`src/lcsp_pkg.sv`:
```
`default_nettype none
// ----------------------------------------------------------------------------
// lcsp_pkg: lane change speed planner definitions
// Opcodes, actions, register indexes, register reset values and the
// fixed-point constants of the planner.
// ----------------------------------------------------------------------------
package lcsp_pkg;

    // item opcodes
    localparam logic [1:0] OP_BEGIN   = 2'd0;
    localparam logic [1:0] OP_VEHICLE = 2'd1;
    localparam logic [1:0] OP_END     = 2'd2;

    // decision codes
    localparam logic [2:0] ACT_ACCEL  = 3'd0;
    localparam logic [2:0] ACT_CRUISE = 3'd1;
    localparam logic [2:0] ACT_LEFT   = 3'd2;
    localparam logic [2:0] ACT_RIGHT  = 3'd3;
    localparam logic [2:0] ACT_SLOW   = 3'd4;

    // configuration register indexes
    localparam logic [2:0] CFG_HOLD_FRAMES    = 3'd0;
    localparam logic [2:0] CFG_SPEED_LIMIT    = 3'd1;
    localparam logic [2:0] CFG_ACCEL_STEP     = 3'd2;
    localparam logic [2:0] CFG_TURN_SLOW_STEP = 3'd3;
    localparam logic [2:0] CFG_STAY_SLOW_STEP = 3'd4;
    localparam logic [2:0] CFG_LANE_COUNT     = 3'd5;

    // register reset values
    localparam logic [7:0]  HOLD_FRAMES_RST    = 8'd50;
    localparam logic [10:0] SPEED_LIMIT_RST    = 11'd980;
    localparam logic [6:0]  ACCEL_STEP_RST     = 7'd10;
    localparam logic [6:0]  TURN_SLOW_STEP_RST = 7'd10;
    localparam logic [6:0]  STAY_SLOW_STEP_RST = 7'd7;
    localparam logic [2:0]  LANE_COUNT_RST     = 3'd3;

    // fixed-point constants, Q16 multipliers
    localparam logic signed [17:0] CLEAR_RESET  = 18'sd16000;
    localparam logic signed [17:0] SIDE_BEHIND  = -18'sd80;
    localparam logic [10:0]        GAP0_BASE    = 11'd480;
    localparam logic [27:0]        GAP0_Q16     = 28'd26214;
    localparam logic [27:0]        GAP1_Q16     = 28'd43946;
    localparam logic [28:0]        ANCHOR_Q16   = 29'd70313;
    localparam logic [27:0]        ROUND_HALF   = 28'd32768;
    localparam logic [10:0]        ANCHOR_MIN   = 11'd480;
    localparam logic [10:0]        ANCHOR_MAX   = 11'd1120;
    localparam logic signed [13:0] SPEED_FLOOR  = -14'sd4000;
    localparam logic [2:0]         LANES_MIN    = 3'd2;
    localparam logic [2:0]         LANES_MAX    = 3'd4;

endpackage
`default_nettype wire

```
`src/lane_change_speed_planner.sv`:
```
`default_nettype none
// ----------------------------------------------------------------------------
// lane_change_speed_planner: frame-based highway lane and speed planner
// Takes a begin item with the ego state, one item per tracked vehicle and an
// end item, and at each end item gives the lane, target speed, anchor spacing,
// action and blocked flags.
// ----------------------------------------------------------------------------
// Usage:
//  - input channel (i_in_valid / o_in_ready) carries opcode, pos_s, pos_d and
//    ego_speed; begin and vehicle transactions give no result, an end
//    transaction gives exactly one, opcode 3 is dropped
//  - output channel (o_out_valid / i_out_ready) carries one result transaction
//  - config channel (i_cfg_valid / o_cfg_ready) writes register i_cfg_index with
//    i_cfg_data; always ready; the user must use it only while idle (not enforced)
//  - an accepted item is held in the input register and evaluated against the
//    planner state; a result is loaded into the output register at the edge
//    on which its end item leaves the input register
//  - throughput is one item per cycle unless an end item is stalled, as below;
//    evaluation is combinational between input and result registers
//  - when the receiver stalls with a result pending, items that give no
//    result keep flowing; an end item waits in the input register and
//    o_in_ready drops until the pending result is taken
//  - synchronous reset clears the pipeline, loads the register defaults and
//    puts the planner in lane 1 with zero target speed
// ----------------------------------------------------------------------------
module lane_change_speed_planner (
    input  wire                 i_clk,
    input  wire                 i_rst_n,
    input  wire                 i_cfg_valid,
    output logic                o_cfg_ready,
    input  wire  [2:0]          i_cfg_index,
    input  wire  [10:0]         i_cfg_data,
    input  wire                 i_in_valid,
    output logic                o_in_ready,
    input  wire  [1:0]          i_opcode,
    input  wire  [16:0]         i_pos_s,
    input  wire  signed [10:0]  i_pos_d,
    input  wire  [10:0]         i_ego_speed,
    output logic                o_out_valid,
    input  wire                 i_out_ready,
    output logic [1:0]          o_lane_index,
    output logic signed [12:0]  o_target_speed,
    output logic [10:0]         o_anchor_spacing,
    output logic [2:0]          o_action,
    output logic [2:0]          o_blocked_flags
);
    import lcsp_pkg::*;

    // configuration
    logic [7:0]  r_hold_frames;
    logic [10:0] r_speed_limit;
    logic [6:0]  r_accel_step;
    logic [6:0]  r_turn_slow_step;
    logic [6:0]  r_stay_slow_step;
    logic [2:0]  r_lane_count;

    // input register
    logic               r_v1;
    logic [1:0]         r_op;
    logic [16:0]        r_s;
    logic signed [10:0] r_d;
    logic [10:0]        r_spd;

    // planner state
    logic [1:0]         r_lane, n_lane;
    logic signed [12:0] r_speed, n_speed;
    logic [7:0]         r_frames, n_frames;
    logic [16:0]        r_ego_s, n_ego_s;
    logic signed [10:0] r_ego_d, n_ego_d;
    logic [10:0]        r_ego_spd, n_ego_spd;
    logic               r_ahead, n_ahead;
    logic               r_left, n_left;
    logic               r_right, n_right;
    logic signed [17:0] r_left_clear, n_left_clear;
    logic signed [17:0] r_right_clear, n_right_clear;

    // result register
    logic               r_out_valid;
    logic [1:0]         r_out_lane;
    logic signed [12:0] r_out_speed;
    logic [10:0]        r_out_spacing;
    logic [2:0]         r_out_action;
    logic [2:0]         r_out_flags;

    logic               w_advance;
    logic               w_proc;
    logic               w_proc_end;
    logic [2:0]         n_action;
    logic [10:0]        n_spacing;

    // vehicle path
    logic signed [17:0] w_ds;
    logic [27:0]        w_gap0_prod;
    logic [27:0]        w_gap1_prod;
    logic [10:0]        w_gap0;
    logic [10:0]        w_gap1;
    logic signed [11:0] w_d;
    logic signed [11:0] w_lo;
    logic               w_in_own;
    logic               w_in_left;
    logic               w_in_right;
    logic               w_side_ok;
    logic               w_near;

    // end path
    logic [2:0]         w_lanes;
    logic signed [11:0] w_e;
    logic signed [11:0] w_right_edge_lo;
    logic signed [11:0] w_right_edge_hi;
    logic               w_go_l;
    logic               w_go_r;
    logic               w_ok;
    logic signed [13:0] w_turn_v;
    logic signed [13:0] w_stay_v;
    logic signed [13:0] w_acc_v;
    logic [2:0]         w_right_lane;
    logic [28:0]        w_anc_prod;
    logic [12:0]        w_anc;

    assign o_cfg_ready = 1'b1;

    // an item leaves the input register unless it is an end item facing a full,
    // stalled result register
    assign w_advance  = !(r_op == OP_END) || !r_out_valid || i_out_ready;
    assign w_proc     = r_v1 && w_advance;
    assign w_proc_end = w_proc && (r_op == OP_END);
    assign o_in_ready = !r_v1 || w_advance;

    // speed-scaled gaps, round to nearest
    assign w_gap0_prod = {17'b0, r_ego_spd} * GAP0_Q16 + ROUND_HALF;
    assign w_gap1_prod = {17'b0, r_ego_spd} * GAP1_Q16 + ROUND_HALF;
    assign w_gap0      = GAP0_BASE + w_gap0_prod[26:16];
    assign w_gap1      = w_gap1_prod[26:16];

    assign w_ds  = $signed({1'b0, r_s}) - $signed({1'b0, r_ego_s});
    assign w_d   = {r_d[10], r_d};
    assign w_lo  = $signed({4'b0, r_lane, 6'b0});
    assign w_in_own   = (w_d >= w_lo) && (w_d < w_lo + 12'sd64);
    assign w_in_left  = (w_d >= w_lo - 12'sd64) && (w_d < w_lo);
    assign w_in_right = (w_d >= w_lo + 12'sd64) && (w_d < w_lo + 12'sd128);
    assign w_side_ok  = w_ds > SIDE_BEHIND;
    assign w_near     = w_ds < $signed({7'b0, w_gap1});

    // effective lane count and road edges
    always_comb begin
        if (r_lane_count < LANES_MIN) begin
            w_lanes = LANES_MIN;
        end else if (r_lane_count > LANES_MAX) begin
            w_lanes = LANES_MAX;
        end else begin
            w_lanes = r_lane_count;
        end
    end

    assign w_e             = {r_ego_d[10], r_ego_d};
    assign w_right_edge_lo = $signed({3'b0, w_lanes - 3'd1, 6'b0});
    assign w_right_edge_hi = $signed({3'b0, w_lanes, 6'b0});

    always_comb begin
        w_go_l = 1'b0;
        w_go_r = 1'b0;
        if (w_e >= 12'sd0 && w_e <= 12'sd64) begin
            w_go_r = !r_right;
        end else if (w_e >= w_right_edge_lo && w_e <= w_right_edge_hi) begin
            w_go_l = !r_left;
        end else if (!r_left && !r_right) begin
            if (r_left_clear > r_right_clear) begin
                w_go_l = 1'b1;
            end else begin
                w_go_r = 1'b1;
            end
        end else if (!r_left) begin
            w_go_l = 1'b1;
        end else if (!r_right) begin
            w_go_r = 1'b1;
        end
    end

    assign w_ok     = r_frames >= r_hold_frames;
    assign w_turn_v = {r_speed[12], r_speed} - $signed({7'b0, r_turn_slow_step});
    assign w_stay_v = {r_speed[12], r_speed} - $signed({7'b0, r_stay_slow_step});
    assign w_acc_v  = {r_speed[12], r_speed} + $signed({7'b0, r_accel_step});

    // move right clamps to the last lane
    always_comb begin
        if ({1'b0, r_lane} + 3'd1 > w_lanes - 3'd1) begin
            w_right_lane = w_lanes - 3'd1;
        end else begin
            w_right_lane = {1'b0, r_lane} + 3'd1;
        end
    end

    // next state
    always_comb begin
        n_lane        = r_lane;
        n_speed       = r_speed;
        n_frames      = r_frames;
        n_ego_s       = r_ego_s;
        n_ego_d       = r_ego_d;
        n_ego_spd     = r_ego_spd;
        n_ahead       = r_ahead;
        n_left        = r_left;
        n_right       = r_right;
        n_left_clear  = r_left_clear;
        n_right_clear = r_right_clear;
        n_action      = ACT_CRUISE;
        if (w_proc) begin
            case (r_op)
                OP_BEGIN: begin
                    n_ego_s       = r_s;
                    n_ego_d       = r_d;
                    n_ego_spd     = r_spd;
                    n_ahead       = 1'b0;
                    n_left        = 1'b0;
                    n_right       = 1'b0;
                    n_left_clear  = CLEAR_RESET;
                    n_right_clear = CLEAR_RESET;
                    if (r_frames != 8'd255) begin
                        n_frames = r_frames + 8'd1;
                    end
                end
                OP_VEHICLE: begin
                    if (w_in_own && w_ds > 18'sd0 && w_ds < $signed({7'b0, w_gap0})) begin
                        n_ahead = 1'b1;
                    end
                    if (w_in_left && w_side_ok) begin
                        if (w_near) begin
                            n_left = 1'b1;
                        end
                        if (w_ds < r_left_clear) begin
                            n_left_clear = w_ds;
                        end
                    end
                    if (w_in_right && w_side_ok) begin
                        if (w_near) begin
                            n_right = 1'b1;
                        end
                        if (w_ds < r_right_clear) begin
                            n_right_clear = w_ds;
                        end
                    end
                end
                OP_END: begin
                    if (r_ahead) begin
                        if (w_ok && (w_go_l || w_go_r)) begin
                            n_speed  = (w_turn_v < SPEED_FLOOR) ? SPEED_FLOOR[12:0]
                                                                : w_turn_v[12:0];
                            n_frames = 8'd0;
                            if (w_go_l) begin
                                n_lane   = (r_lane != 2'd0) ? r_lane - 2'd1 : 2'd0;
                                n_action = ACT_LEFT;
                            end else begin
                                n_lane   = w_right_lane[1:0];
                                n_action = ACT_RIGHT;
                            end
                        end else begin
                            n_speed  = (w_stay_v < SPEED_FLOOR) ? SPEED_FLOOR[12:0]
                                                                : w_stay_v[12:0];
                            n_action = ACT_SLOW;
                        end
                    end else if (r_speed < $signed({2'b0, r_speed_limit})) begin
                        n_speed  = w_acc_v[12:0];
                        n_action = ACT_ACCEL;
                    end else begin
                        n_action = ACT_CRUISE;
                    end
                end
                default: begin
                end
            endcase
        end
    end

    // anchor spacing from the updated target speed
    assign w_anc_prod = {17'b0, n_speed[11:0]} * ANCHOR_Q16 + {1'b0, ROUND_HALF};
    assign w_anc      = w_anc_prod[28:16];

    always_comb begin
        if (n_speed <= 13'sd0) begin
            n_spacing = ANCHOR_MIN;
        end else if (w_anc < {2'b0, ANCHOR_MIN}) begin
            n_spacing = ANCHOR_MIN;
        end else if (w_anc > {2'b0, ANCHOR_MAX}) begin
            n_spacing = ANCHOR_MAX;
        end else begin
            n_spacing = w_anc[10:0];
        end
    end

    // configuration registers
    always_ff @(posedge i_clk) begin
        if (!i_rst_n) begin
            r_hold_frames    <= HOLD_FRAMES_RST;
            r_speed_limit    <= SPEED_LIMIT_RST;
            r_accel_step     <= ACCEL_STEP_RST;
            r_turn_slow_step <= TURN_SLOW_STEP_RST;
            r_stay_slow_step <= STAY_SLOW_STEP_RST;
            r_lane_count     <= LANE_COUNT_RST;
        end else if (i_cfg_valid && o_cfg_ready) begin
            case (i_cfg_index)
                CFG_HOLD_FRAMES:    r_hold_frames    <= i_cfg_data[7:0];
                CFG_SPEED_LIMIT:    r_speed_limit    <= i_cfg_data;
                CFG_ACCEL_STEP:     r_accel_step     <= i_cfg_data[6:0];
                CFG_TURN_SLOW_STEP: r_turn_slow_step <= i_cfg_data[6:0];
                CFG_STAY_SLOW_STEP: r_stay_slow_step <= i_cfg_data[6:0];
                CFG_LANE_COUNT:     r_lane_count     <= i_cfg_data[2:0];
                default: begin
                end
            endcase
        end
    end

    // input register
    always_ff @(posedge i_clk) begin
        if (!i_rst_n) begin
            r_v1 <= 1'b0;
        end else if (o_in_ready) begin
            r_v1 <= i_in_valid;
        end
    end

    always_ff @(posedge i_clk) begin
        if (o_in_ready && i_in_valid) begin
            r_op  <= i_opcode;
            r_s   <= i_pos_s;
            r_d   <= i_pos_d;
            r_spd <= i_ego_speed;
        end
    end

    // planner state
    always_ff @(posedge i_clk) begin
        if (!i_rst_n) begin
            r_lane        <= 2'd1;
            r_speed       <= 13'sd0;
            r_frames      <= 8'd0;
            r_ego_s       <= 17'd0;
            r_ego_d       <= 11'sd0;
            r_ego_spd     <= 11'd0;
            r_ahead       <= 1'b0;
            r_left        <= 1'b0;
            r_right       <= 1'b0;
            r_left_clear  <= CLEAR_RESET;
            r_right_clear <= CLEAR_RESET;
        end else begin
            r_lane        <= n_lane;
            r_speed       <= n_speed;
            r_frames      <= n_frames;
            r_ego_s       <= n_ego_s;
            r_ego_d       <= n_ego_d;
            r_ego_spd     <= n_ego_spd;
            r_ahead       <= n_ahead;
            r_left        <= n_left;
            r_right       <= n_right;
            r_left_clear  <= n_left_clear;
            r_right_clear <= n_right_clear;
        end
    end

    // result register
    always_ff @(posedge i_clk) begin
        if (!i_rst_n) begin
            r_out_valid <= 1'b0;
        end else if (w_proc_end) begin
            r_out_valid <= 1'b1;
        end else if (i_out_ready) begin
            r_out_valid <= 1'b0;
        end
    end

    always_ff @(posedge i_clk) begin
        if (w_proc_end) begin
            r_out_lane    <= n_lane;
            r_out_speed   <= n_speed;
            r_out_spacing <= n_spacing;
            r_out_action  <= n_action;
            r_out_flags   <= {r_right, r_left, r_ahead};
        end
    end

    assign o_out_valid      = r_out_valid;
    assign o_lane_index     = r_out_lane;
    assign o_target_speed   = r_out_speed;
    assign o_anchor_spacing = r_out_spacing;
    assign o_action         = r_out_action;
    assign o_blocked_flags  = r_out_flags;

    // input stalls only behind a pending result that is not being taken
    a_stall_cause: assert property (@(posedge i_clk) disable iff (!i_rst_n)
        !o_in_ready |-> (r_v1 && r_out_valid && !i_out_ready))
        else $error("input stalled without a pending result");

    // a lane change restarts the hold counter
    a_change_resets_hold: assert property (@(posedge i_clk) disable iff (!i_rst_n)
        (w_proc_end && (n_action == ACT_LEFT || n_action == ACT_RIGHT))
        |=> (r_frames == 8'd0 && (o_action == ACT_LEFT || o_action == ACT_RIGHT)))
        else $error("lane change did not restart hold counter");

    // a begin item clears the per-frame findings
    a_begin_clears: assert property (@(posedge i_clk) disable iff (!i_rst_n)
        (w_proc && r_op == OP_BEGIN)
        |=> (!r_ahead && !r_left && !r_right && r_left_clear == CLEAR_RESET
             && r_right_clear == CLEAR_RESET))
        else $error("frame begin did not clear findings");

endmodule
`default_nettype wire
```
`config.mk`:
```
export PLATFORM = sky130hd
export DESIGN_NAME = lane_change_speed_planner
export DESIGN_NICKNAME = d
export VERILOG_FILES = /design/src/lcsp_pkg.sv /design/src/lane_change_speed_planner.sv
export SDC_FILE = /design/constraint.sdc
export NUM_CORES = 1
export LEC_CHECK = 0
export BUFFER_PORTS_ARGS = -buffer_cell sky130_fd_sc_hd__clkbuf_2
export CORE_MARGIN = 2
export CORE_UTILIZATION = 58
export DETAILED_ROUTE_END_ITERATION = 12
export PLACE_DENSITY_LB_ADDON = 0.2
export SLEW_MARGIN = 20
export SYNTH_ARGS = -nofsm -noshare
export SYNTH_HDL_FRONTEND = slang
export SYNTH_SLANG_ARGS = --single-unit
export TNS_END_PERCENT = 20
```
`constraint.sdc`:
```
create_clock -name i_clk -period 8.2 [get_ports i_clk]
set_input_delay 0 -clock i_clk [delete_from_list [all_inputs] [get_ports i_clk]]
set_output_delay 0 -clock i_clk [all_outputs]
set_load 0.05 [all_outputs]
```
## Word-level counts from Yosys, hierarchy flattened

Cells that the tools add are included.

- Register bits after elaboration: 219
- Bits of input ports: 60
- Output and inout port bits: 35
- Logic and storage cells: 187

- Add/sub/neg operators: 15
- Multiply operators: 3
- Magnitude comparators: 27
- Equal/unequal tests: 17
- Muxes and demuxes: 51
- Reductions and logical operators: 45

Operators with widths:

| operator | number |
|---|---|
| $mux W13 | 7 |
| $mux W18 | 4 |
| $pmux W18 S2 | 2 |
| $lt A18 B12 Y1 | 2 |
| $lt A18 B18 Y1 | 2 |
| $add A29 B16 Y29 const B | 1 |
| $mul A12 B17 Y29 const B | 1 |
| $lt A14 B13 Y1 const B | 2 |
| $sub A13 B8 Y14 | 2 |
| $add A26 B16 Y27 const B | 1 |
| $add A27 B16 Y27 const B | 1 |
| $mul A11 B15 Y26 const B | 1 |
| $mul A11 B14 Y25 const B | 1 |
| $mux W8 | 3 |
| $ge A11 B10 Y1 | 2 |
| $ge A11 B9 Y1 | 2 |
| $lt A11 B10 Y1 | 2 |
| $mux W1 | 19 |
| $gt A18 B1 Y1 const B | 1 |
| $gt A18 B18 Y1 | 1 |
| $gt A18 B8 Y1 const B | 1 |
| $sub A17 B17 Y18 | 1 |
| $ne A2 B2 Y1 const B | 8 |
| $pmux W8 S2 | 1 |
| 44 further kinds | 90 |

## Longest topological paths before layout

Gate-level depths: netlist (run 1).

- Depth after elaboration: 18
- Mapped depth: 40
- Depth with buffers taken out: 40

## Least setup slack after synthesis (run 1)

No wires, ideal clock.

- Kind: register to register
- From: reg r_lane_count[2]
- To: reg r_out_spacing[5] (netlist: o_anchor_spacing[5]), data pin
- Library setup time: 256 ps
- Arrival: 8376 ps
- Data required time: 7944 ps
- Path slack: -432 ps
- Stages on the path, launching flop included: 37
- Buffers on the path: 0
- Period minus slack after synthesis: 8632 ps
- Cells stage by stage: dfxtp_1 > inv_1 > nand3_1 > ha_1 > ha_1 > or3b_1 > o221ai_1 > a211oi_1 > a21o_1 > a21oi_1 > o2111ai_1 > a211oi_1 > ha_1 > xor2_1 > inv_1 > ha_1 > inv_1 > fa_1 > inv_1 > fa_1 > inv_1 > fa_1 > inv_1 > ha_1 > and4_1 > and3_1 > nand4_1 > o221ai_1 > a21oi_1 > nor3b_1 > nand2b_1 > a31o_2 > a21oi_1 > xnor2_1 > or4b_1 > o32a_4 > nand2b_1

- Cells in the longest elaborated chain, start to end: 18
- Elaborated cells on any way between the ends: 24
- Those cells by class: 2 x add/sub; 1 x mul; 7 x order compare; 10 x mux; 4 x reduce/logical

RTL lines:

| what | line | text |
|---|---|---|
| start: declaration | lane_change_speed_planner.sv:55 | `logic [2:0] r_lane_count;` |
| start signal: assignment | lane_change_speed_planner.sv:306 | `CFG_LANE_COUNT: r_lane_count <= i_cfg_data[2:0];` |
| $gt A3 B3 Y1 | lane_change_speed_planner.sv:148 | `end else if (r_lane_count > LANES_MAX) begin` |
| $mux W3 | lane_change_speed_planner.sv:148 |  |
| $mux W3 * | lane_change_speed_planner.sv:146 | `if (r_lane_count < LANES_MIN) begin` |
| $sub A3 B1 Y3 | n/a |  |
| $ge A11 B10 Y1 | lane_change_speed_planner.sv:164 | `end else if (w_e >= w_right_edge_lo && w_e <= w_right_edge_hi) begin` |
| $logic_and A1 B1 Y1 * | lane_change_speed_planner.sv:164 |  |
| $mux W1 | lane_change_speed_planner.sv:164 |  |
| $mux W1 | lane_change_speed_planner.sv:162 | `if (w_e >= 12'sd0 && w_e <= 12'sd64) begin` |
| [3 not listed] | n/a |  |
| $mux W13 * | lane_change_speed_planner.sv:244 | `if (r_ahead) begin` |
| $mux W13 * | lane_change_speed_planner.sv:208 | `case (r_op)` |
| $mux W13 * | lane_change_speed_planner.sv:207 | `if (w_proc) begin` |
| net n_speed[11] | lane_change_speed_planner.sv:66 | `logic signed [12:0] r_speed, n_speed;` |
| $mul A12 B17 Y29 | lane_change_speed_planner.sv:275 | `assign w_anc_prod = {17'b0, n_speed[11:0]} * ANCHOR_Q16 + {1'b0, ROUND_HALF};` |
| $add A29 B16 Y29 | lane_change_speed_planner.sv:275 |  |
| $lt A13 B9 Y1 / $gt A13 B11 Y1 (equally long branches) | lane_change_speed_planner.sv:281, lane_change_speed_planner.sv:283 |  |
| $reduce_or A3 Y1 (no line) | n/a |  |
| end signal: assignment | lane_change_speed_planner.sv:375 | `r_out_spacing <= n_spacing;` |
| end: declaration | lane_change_speed_planner.sv:81 | `logic [10:0] r_out_spacing;` |

Mark *: on every way through the listed nets, which the timed path passes. The rest lies on a longest branch.
A chain may end at the register's enable or synchronous reset.

## Worst setup path in the final report (run 1)

- From: reg r_speed[0]
- To: reg r_out_spacing[5] (netlist: o_anchor_spacing[5]), data pin

- Cells in the longest elaborated chain, start to end: 11
- Elaborated cells on any way between the ends: 19
- Those cells by class: 4 x add/sub; 1 x mul; 6 x order compare; 7 x mux; 1 x reduce/logical

RTL lines:

| what | line | text |
|---|---|---|
| start: declaration | lane_change_speed_planner.sv:66 |  |
| start signal: assignment | lane_change_speed_planner.sv:347 | `r_speed <= n_speed;` |
| $sub A13 B8 Y14 (on tied branches) | lane_change_speed_planner.sv:181, lane_change_speed_planner.sv:180 |  |
| $lt A14 B13 Y1 (on tied branches) | lane_change_speed_planner.sv:257, lane_change_speed_planner.sv:246 |  |
| $mux W13 (on tied branches) | lane_change_speed_planner.sv:257, lane_change_speed_planner.sv:246 |  |
| $mux W13 | lane_change_speed_planner.sv:245 | `if (w_ok && (w_go_l \|\| w_go_r)) begin` |
| $mux W13 * | lane_change_speed_planner.sv:244 |  |
| $mux W13 * | lane_change_speed_planner.sv:208 |  |
| $mux W13 * | lane_change_speed_planner.sv:207 |  |
| net n_speed[9] | lane_change_speed_planner.sv:66 |  |
| $mul A12 B17 Y29 | lane_change_speed_planner.sv:275 |  |
| $add A29 B16 Y29 | lane_change_speed_planner.sv:275 |  |
| $lt A13 B9 Y1 / $gt A13 B11 Y1 (equally long branches) | lane_change_speed_planner.sv:281, lane_change_speed_planner.sv:283 |  |
| $reduce_or A3 Y1 (no line) | n/a |  |

Marked as above.

==> results of run 1 <==
## flip-flops by register name, indices dropped and copies added, names as in the netlist, 2 cells and up
register and cells:
r_s 17, o_anchor_spacing 11, r_ego_spd 11, r_d 11, r_op 2, r_hold_frames 8, o_blocked_flags 3, r_accel_step 7
r_lane_count 3, r_left_clear 18, r_lane 2, o_action 3, r_turn_slow_step 7, r_ego_d 11, r_frames 8, r_spd 11
r_speed 13, r_stay_slow_step 7, r_ego_s 17, o_target_speed 13, r_speed_limit 11, o_lane_index 2, r_right_clear 18
## timing repair
action                                  4_1_cts  5_1_grt
setup buffers                                 5       19
hold endpoints to repair                     86        0
gates cloned                                  0        0
pin swaps                                    13       42
gates resized for setup                      13       79
hold buffers                                 63        0
endpoints found under the setup margin        7       11
## layer usage
| metal | GRT usage [%] | vias up | part of all wire (%) |
|---|---|---|---|
| met5 | 0 | - | 0 |
| met4 | 10.3 | 0 | 3.2 |
| met3 | 3.43 | 98 | 4.8 |
| met2 | 52.3 | 437 | 49 |
| met1 | 36.9 | 8484 | 43 |
| li1 | - | 8560 | - |
## kinds of logic (layout without fill, tap and decap cells)
group | after synthesis | in the layout | synth area share, %
AO/OA/AOI/OAI | 477 | 477 | 15.2
XOR/XNOR | 96 | 96 | 4.09
adder cells (fa/ha/maj) | 479 | 479 | 32.7
buffers and inverters | 340 | 603 | 6.15
flip-flops | 219 | 219 | 24.4
multiplexers | 50 | 50 | 2.42
other | 1 | 1 | 0.0179
AND/OR/NAND/NOR | 654 | 654 | 14.9
## layout make-up
cell class / instances / area (um^2)
clock buffer: 38 / 767
clock inverter: 9 / 148
fill: 2789 / 10900
inverter: 284 / 1070
multi-input combinational: 1757 / 15000
sequential: 219 / 5130
tap: 461 / 577
timing repair buffer: 272 / 1970
## cells in the mapped netlist, drive strengths merged (9+ instances only)
cell type / n / area [um^2]
nor4: 10 / 83.8
nor2b: 30 / 188
dfxtp: 146 / 2920
o21a: 35 / 263
nand2: 264 / 991
and2: 22 / 140
inv: 282 / 1060
o211ai: 28 / 210
a31o: 9 / 78.8
xor2: 42 / 368
a21boi: 13 / 101
mux2i: 45 / 450
nand2b: 32 / 200
o21ai: 71 / 359
nor2: 124 / 465
nand4: 23 / 144
edfxtp: 73 / 2190
xnor2: 53 / 464
nor3: 27 / 135
clkbuf: 45 / 169
or2: 10 / 62.6
ha: 366 / 4580
nand3: 49 / 245
a211oi: 23 / 190
a21oi: 148 / 744
a31oi: 23 / 165
and3: 17 / 106
buf: 11 / 52.6
a21o: 41 / 308
fa: 113 / 2260
o31ai: 9 / 67.6
## stage by stage
step                worst slack (ns)  setup TNS, ns  util [%]
finish                         0.210              0      69.4
global route                 -0.0684         -0.349      69.4
CTS                         0.000138              0      67.9
detailed placement           -0.0926         -0.403      63.3
global placement              0.0228              0      63.3
floorplan                     0.0248              0         -
## where the power goes
group / total (W) / switching, W / internal [W]
combinational: 0.000616 / 0.000357 / 0.000259
sequential: 0.00117 / 0.0000202 / 0.00115
clock: 0.00124 / 0.000493 / 0.000744
total: 0.00302 / 0.000870 / 0.00215
## worst max path at each step
| stage | start | to | slack [ns] | depth (start not counted) |
|---|---|---|---|---|
| finish | r_speed[0] | o_anchor_spacing[5] | 0.21 | 36 |
| floorplan | r_lane_count[2] | o_anchor_spacing[5] | 0.02 | 36 |
| global route | r_lane_count[2] | o_anchor_spacing[6] | -0.07 | 36 |
| CTS | r_lane_count[2] | o_anchor_spacing[6] | 0.0001 | 33 |
| global placement | r_lane_count[2] | o_anchor_spacing[6] | 0.02 | 34 |
| detailed placement | r_lane_count[2] | o_anchor_spacing[6] | -0.09 | 40 |
==> out/metrics.csv, run 1 <==
stage,metric,value,unit
placed_design,dpl-instance-area,22500,um^2
timing,skew,0.0161,ns
critical_path,crit_path_start_kind,flop,
global_routing,grt_pass1_wl,90200,um
hold_path,holdPathStages,2,
die,io_pins,95,
die,die_area,37600,um^2
critical_path,regToRegSetupSlack,0.21,ns
critical_path,ff2ff_path_depth,36,
placed_design,dpl.hpwl,42300,um
placed_design,place_congestion,0.968,
synthesis,synthArstFlopShare,0,%
synthesis,synth-main-ff-cell,dfxtp_1,
synthesis,ys_warn_count,0,
synthesis,ys_seq_area_share,24.4,%
power,ir_drop,0.197,mV
global_routing,grt_max_degree,76,
timing,slew_violations,0,
clocking,cts_sinks,219,
final_layout,n_antenna_cell,0,
power,power,0.00302,W
synthesis,ys_seq_elements,219,
drt,post_drt_wl_per_cell,18.3,um
timing,relSlewSlack,30.5,%
drt,drc,0,
placed_design,io_buffer_count,93,
die,dieWidth,194,um
die,die_h,194,um
clocking,cts-buffers-inserted,26,
drt,vias,17600,
critical_path,crit_fanout,4,
final_layout,final_cell_mix,"ha_1 (353), inv_1 (274), nand2_1 (262), dfxtp_1 (140), a21oi_1 (136)",
hold_path,hold_class,primary input to flop,
status,status,"complete, no violations",
critical_path,crit_family,adder cells,
final_layout,drive_gt1_share,14.6,%
timing,hold_viol,0,
timing,min_period,7.99,ns
clocking,clk_path_buf_depth,3,
clocking,clk_latency,0.58,ns
critical_path,crit_buf_inv,6,
clocking,cts_tree,yes,
final_layout,area_growth,18.0,%
timing,fin_crit_sh,97.4,%
power,cellPowerDensity,122,nW/um^2
synthesis,synth_cells,2316,
global_routing,grt_pass1_vias,18000,
drt,via_per_inst,5.78,
critical_path,critical_path_class,flop to flop,
clocking,path_clk_slew,0.06,ns
die,core_area,35600,um^2
global_routing,grt_antenna_before_repair,0,
synthesis,ys_types,90,
final_layout,final_cells,3040,
timing,timing.fmax,125,MHz
critical_path,critPathRequiredTime,8.52,ns
hold_path,hold_path_end,r_s[7],
critical_path,critPathArrivalTime,8.31,ns
critical_path,cp_slowest_cell,fa_1,
clocking,cts_htree_levels,1,
die,row_count,69,
final_layout,final_area,24700,um^2
timing,setup-violations-final,0,
synthesis,syn-cell-area,20900,um^2
power,leakagePower,11.9,nW
global_routing,grt_usage,29.4,%
synthesis,synth_edf_count,73,
timing,worst_pin_slew,1.04,ns
drt,finalWirelength,55600,um
run,drv_cap,0,
synthesis,synth_area_per_cell,9.04,um^2
critical_path,crit_top_cell,ha_4,
final_layout,layout_commonest_cell,ha_1,
critical_path,cp-end-kind,flop,
synthesis,syn_nets,2855,
drt,ant_nets,0,
hold_path,min-delay-start,i_pos_s[7],
die,start_util,58.8,%
clocking,cts_root_buf,clkbuf_16,
critical_path,r2r_end,o_anchor_spacing[5],
drt,firstDrtPassIters,5,
drt,drtIter0Drc,1006,
global_routing,overflow,0,
critical_path,max_stage_delay,0.55,ns
placed_design,dp_cells,2906,
timing,holdWs,0.134,ns
final_layout,nets,3099,
critical_path,rr_startpoint,r_speed[0],
Note: power is estimated with default switching activity, not from simulation.
==> run 2, diff against run 1 <==
--- a/config.mk
+++ b/config.mk
@@ -10,6 +10,7 @@
 export CORE_UTILIZATION = 58
 export DETAILED_ROUTE_END_ITERATION = 12
 export PLACE_DENSITY_LB_ADDON = 0.2
+export REMOVE_ABC_BUFFERS = 1
 export SLEW_MARGIN = 20
 export SYNTH_ARGS = -nofsm -noshare
 export SYNTH_HDL_FRONTEND = slang
==> run 2 against run 1 <==
Against the previous run: cell count grew 0.63%; sequential power is essentially flat; utilization grew 0.22 points; count of clock-buffer cells in the layout grew 3; fmax shrank 1.2%; first-iteration DRC count shrank 2.8%; non-clock buffer count grew 15; die area is the same; routed wire length shrank 1.7%; critical endpoint is now o_anchor_spacing[6]; clock power shrank 9.7%.
==> out/metrics.csv, run 2 (synthesized netlist as in run 1, its figures left out) <==
stage,metric,value,unit
status,status,"complete, no violations",
critical_path,crit_path_start_kind,flop,
drt,dr.max_layer_used,met4,
die,row_count,69,
global_routing,grt_antenna_before_repair,0,
critical_path,regToRegSetupSlack,0.11,ns
drt,wl_met3,3010,um
critical_path,critPathArrivalTime,8.41,ns
drt,ant_nets,0,
final_layout,nets,3115,
timing,min_period,8.09,ns
placed_design,dpl.hpwl,41900,um
hold_path,hold_class,primary input to flop,
critical_path,cp-end-kind,flop,
power,ir_drop,0.166,mV
drt,wl_met1,23700,um
critical_path,cp_slowest_cell,or4b_4,
final_layout,layout_commonest_cell,ha_1,
timing,setup-violations-final,0,
timing,hold_viol,0,
clocking,cts_root_buf,clkbuf_16,
critical_path,rr_startpoint,r_lane_count[0],
drt,drc,0,
global_routing,grt_max_degree,75,
timing,grt_setup_unrepaired,yes,
global_routing,grt_pass1_vias,18300,
die,die_h,194,um
final_layout,largestRegisters,"r_left_clear x18, r_right_clear x18",
hold_path,holdPathStages,2,
die,die_area,37600,um^2
global_routing,grt_usage,29.1,%
critical_path,ff2ff_path_depth,35,
drt,firstDrtPassIters,7,
critical_path,critical_path_class,flop to flop,
power,cellPowerDensity,117,nW/um^2
die,start_util,58.8,%
timing,skew,0.0145,ns
power,leakagePower,11.9,nW
global_routing,grt_pass1_wl,90400,um
power,power,0.00291,W
drt,dr_wl_met2,26300,um
timing,timing.fmax,124,MHz
critical_path,r2r_end,o_anchor_spacing[6],
die,io_pins,95,
run,drv_cap,0,
timing,relSlewSlack,37.5,%
clocking,cts_tree,yes,
clocking,path_clk_slew,0.06,ns
global_routing,overflow,0,
final_layout,area_growth,18.3,%
hold_path,min-delay-start,i_ego_speed[10],
timing,slew_violations,0,
final_layout,drive_gt1_share,15.2,%
timing,worst_pin_slew,0.938,ns
die,dieWidth,194,um
drt,post_drt_wl_per_cell,17.9,um
timing,fin_crit_sh,98.7,%
critical_path,critPathRequiredTime,8.52,ns
critical_path,crit_fanout,5,
drt,drtIter0Drc,978,
drt,via_per_inst,5.78,
drt,finalWirelength,54700,um
placed_design,place_congestion,0.968,
critical_path,max_stage_delay,0.55,ns
clocking,cts_htree_levels,1,
drt,vias,17700,
placed_design,io_buffer_count,93,
clocking,cts_sinks,219,
clocking,clk_latency,0.58,ns
hold_path,hold_path_end,r_spd[10],
die,core_area,35600,um^2
final_layout,final_cell_mix,"ha_1 (353), inv_1 (274), nand2_1 (264), dfxtp_1 (142), a21oi_1 (135)",
final_layout,fin_util,69.6,%
clocking,clk_path_buf_depth,3,
clocking,cts-buffers-inserted,27,
[run 2: where the power goes]
part	total, W	leakage (nW)	internal (W)	switching, W
Combinational	0.000619	9.68	0.000263	0.000356
Clock	0.00112	0.391	0.000625	0.000494
Sequential	0.00117	1.87	0.00115	0.0000190
Total	0.00291	11.9	0.00204	0.000869
[run 2: worst max-delay path by stage]
stage | to | depth (start not counted) | from | slack [ns]
2_1_floorplan | o_anchor_spacing[5] | 31 | o_out_valid | -0.85
3_3_place_gp | o_anchor_spacing[6] | 40 | r_lane_count[2] | -0.04
3_5_place_dp | o_anchor_spacing[6] | 35 | r_lane_count[2] | -0.34
4_1_cts | o_anchor_spacing[6] | 38 | r_speed[0] | 0.007
5_1_grt | o_anchor_spacing[3] | 38 | r_lane_count[2] | -0.15
6_report | o_anchor_spacing[6] | 35 | r_lane_count[0] | 0.11
[run 2: area by class of cell]
cell class                      instances  area, um^2
Tap cell                              461         577
Clock buffer                           41         738
Timing Repair Buffer                  287        2120
Fill cell                            2764       10800
Sequential cell                       219        5120
Inverter                              284        1070
Antenna cell                            1        2.50
Multi-Input combinational cell       1757       15100
Clock inverter                          9        72.6
[run 2: repair_timing]
| action | 4_1_cts | 5_1_grt |
|---|---|---|
| pin swaps | 30 | 49 |
| setup buffers | 5 | 12 |
| endpoints found under the hold margin | 86 | 0 |
| hold buffers | 65 | 0 |
| gates resized for setup | 49 | 64 |
| setup endpoints to repair | 8 | 10 |
[run 2: critical path, delay by kind of cell, from the launching register on]
| kind | cells | cell delay (ns) |
|---|---|---|
| AO/OA/AOI/OAI | 14 | 2.63 |
| XOR/XNOR | 1 | 0.12 |
| adder cells (fa/ha/maj) | 7 | 2.47 |
| buffers and inverters | 6 | 0.62 |
| flip-flops | 1 | 0.37 |
| AND/OR/NAND/NOR | 7 | 1.58 |
[run 2: stage by stage]
stage / worst slack [ns] / cell area, um^2 / std cells / hold slack, ns / setup TNS [ns]
floorplan: -0.854 / 20700 / 2260 / 0.0619 / -6.25
global placement: -0.0417 / 22600 / 2926 / 0.177 / -0.102
detailed placement: -0.340 / 22600 / 2926 / 0.179 / -2.03
CTS: 0.00663 / 24400 / 3046 / 0.113 / 0
global route: -0.150 / 24800 / 3058 / 0.129 / -0.685
finish: 0.110 / 24800 / 3059 / 0.136 / 0
[run 2: per-layer routing]
| layer | vias up | global-route usage (%) |
|---|---|---|
| met4 | 0 | 9.15 |
| met3 | 116 | 4.17 |
| met2 | 489 | 50.7 |
| met1 | 8488 | 37.2 |
| li1 | 8599 | - |
| met5 | - | 0 |
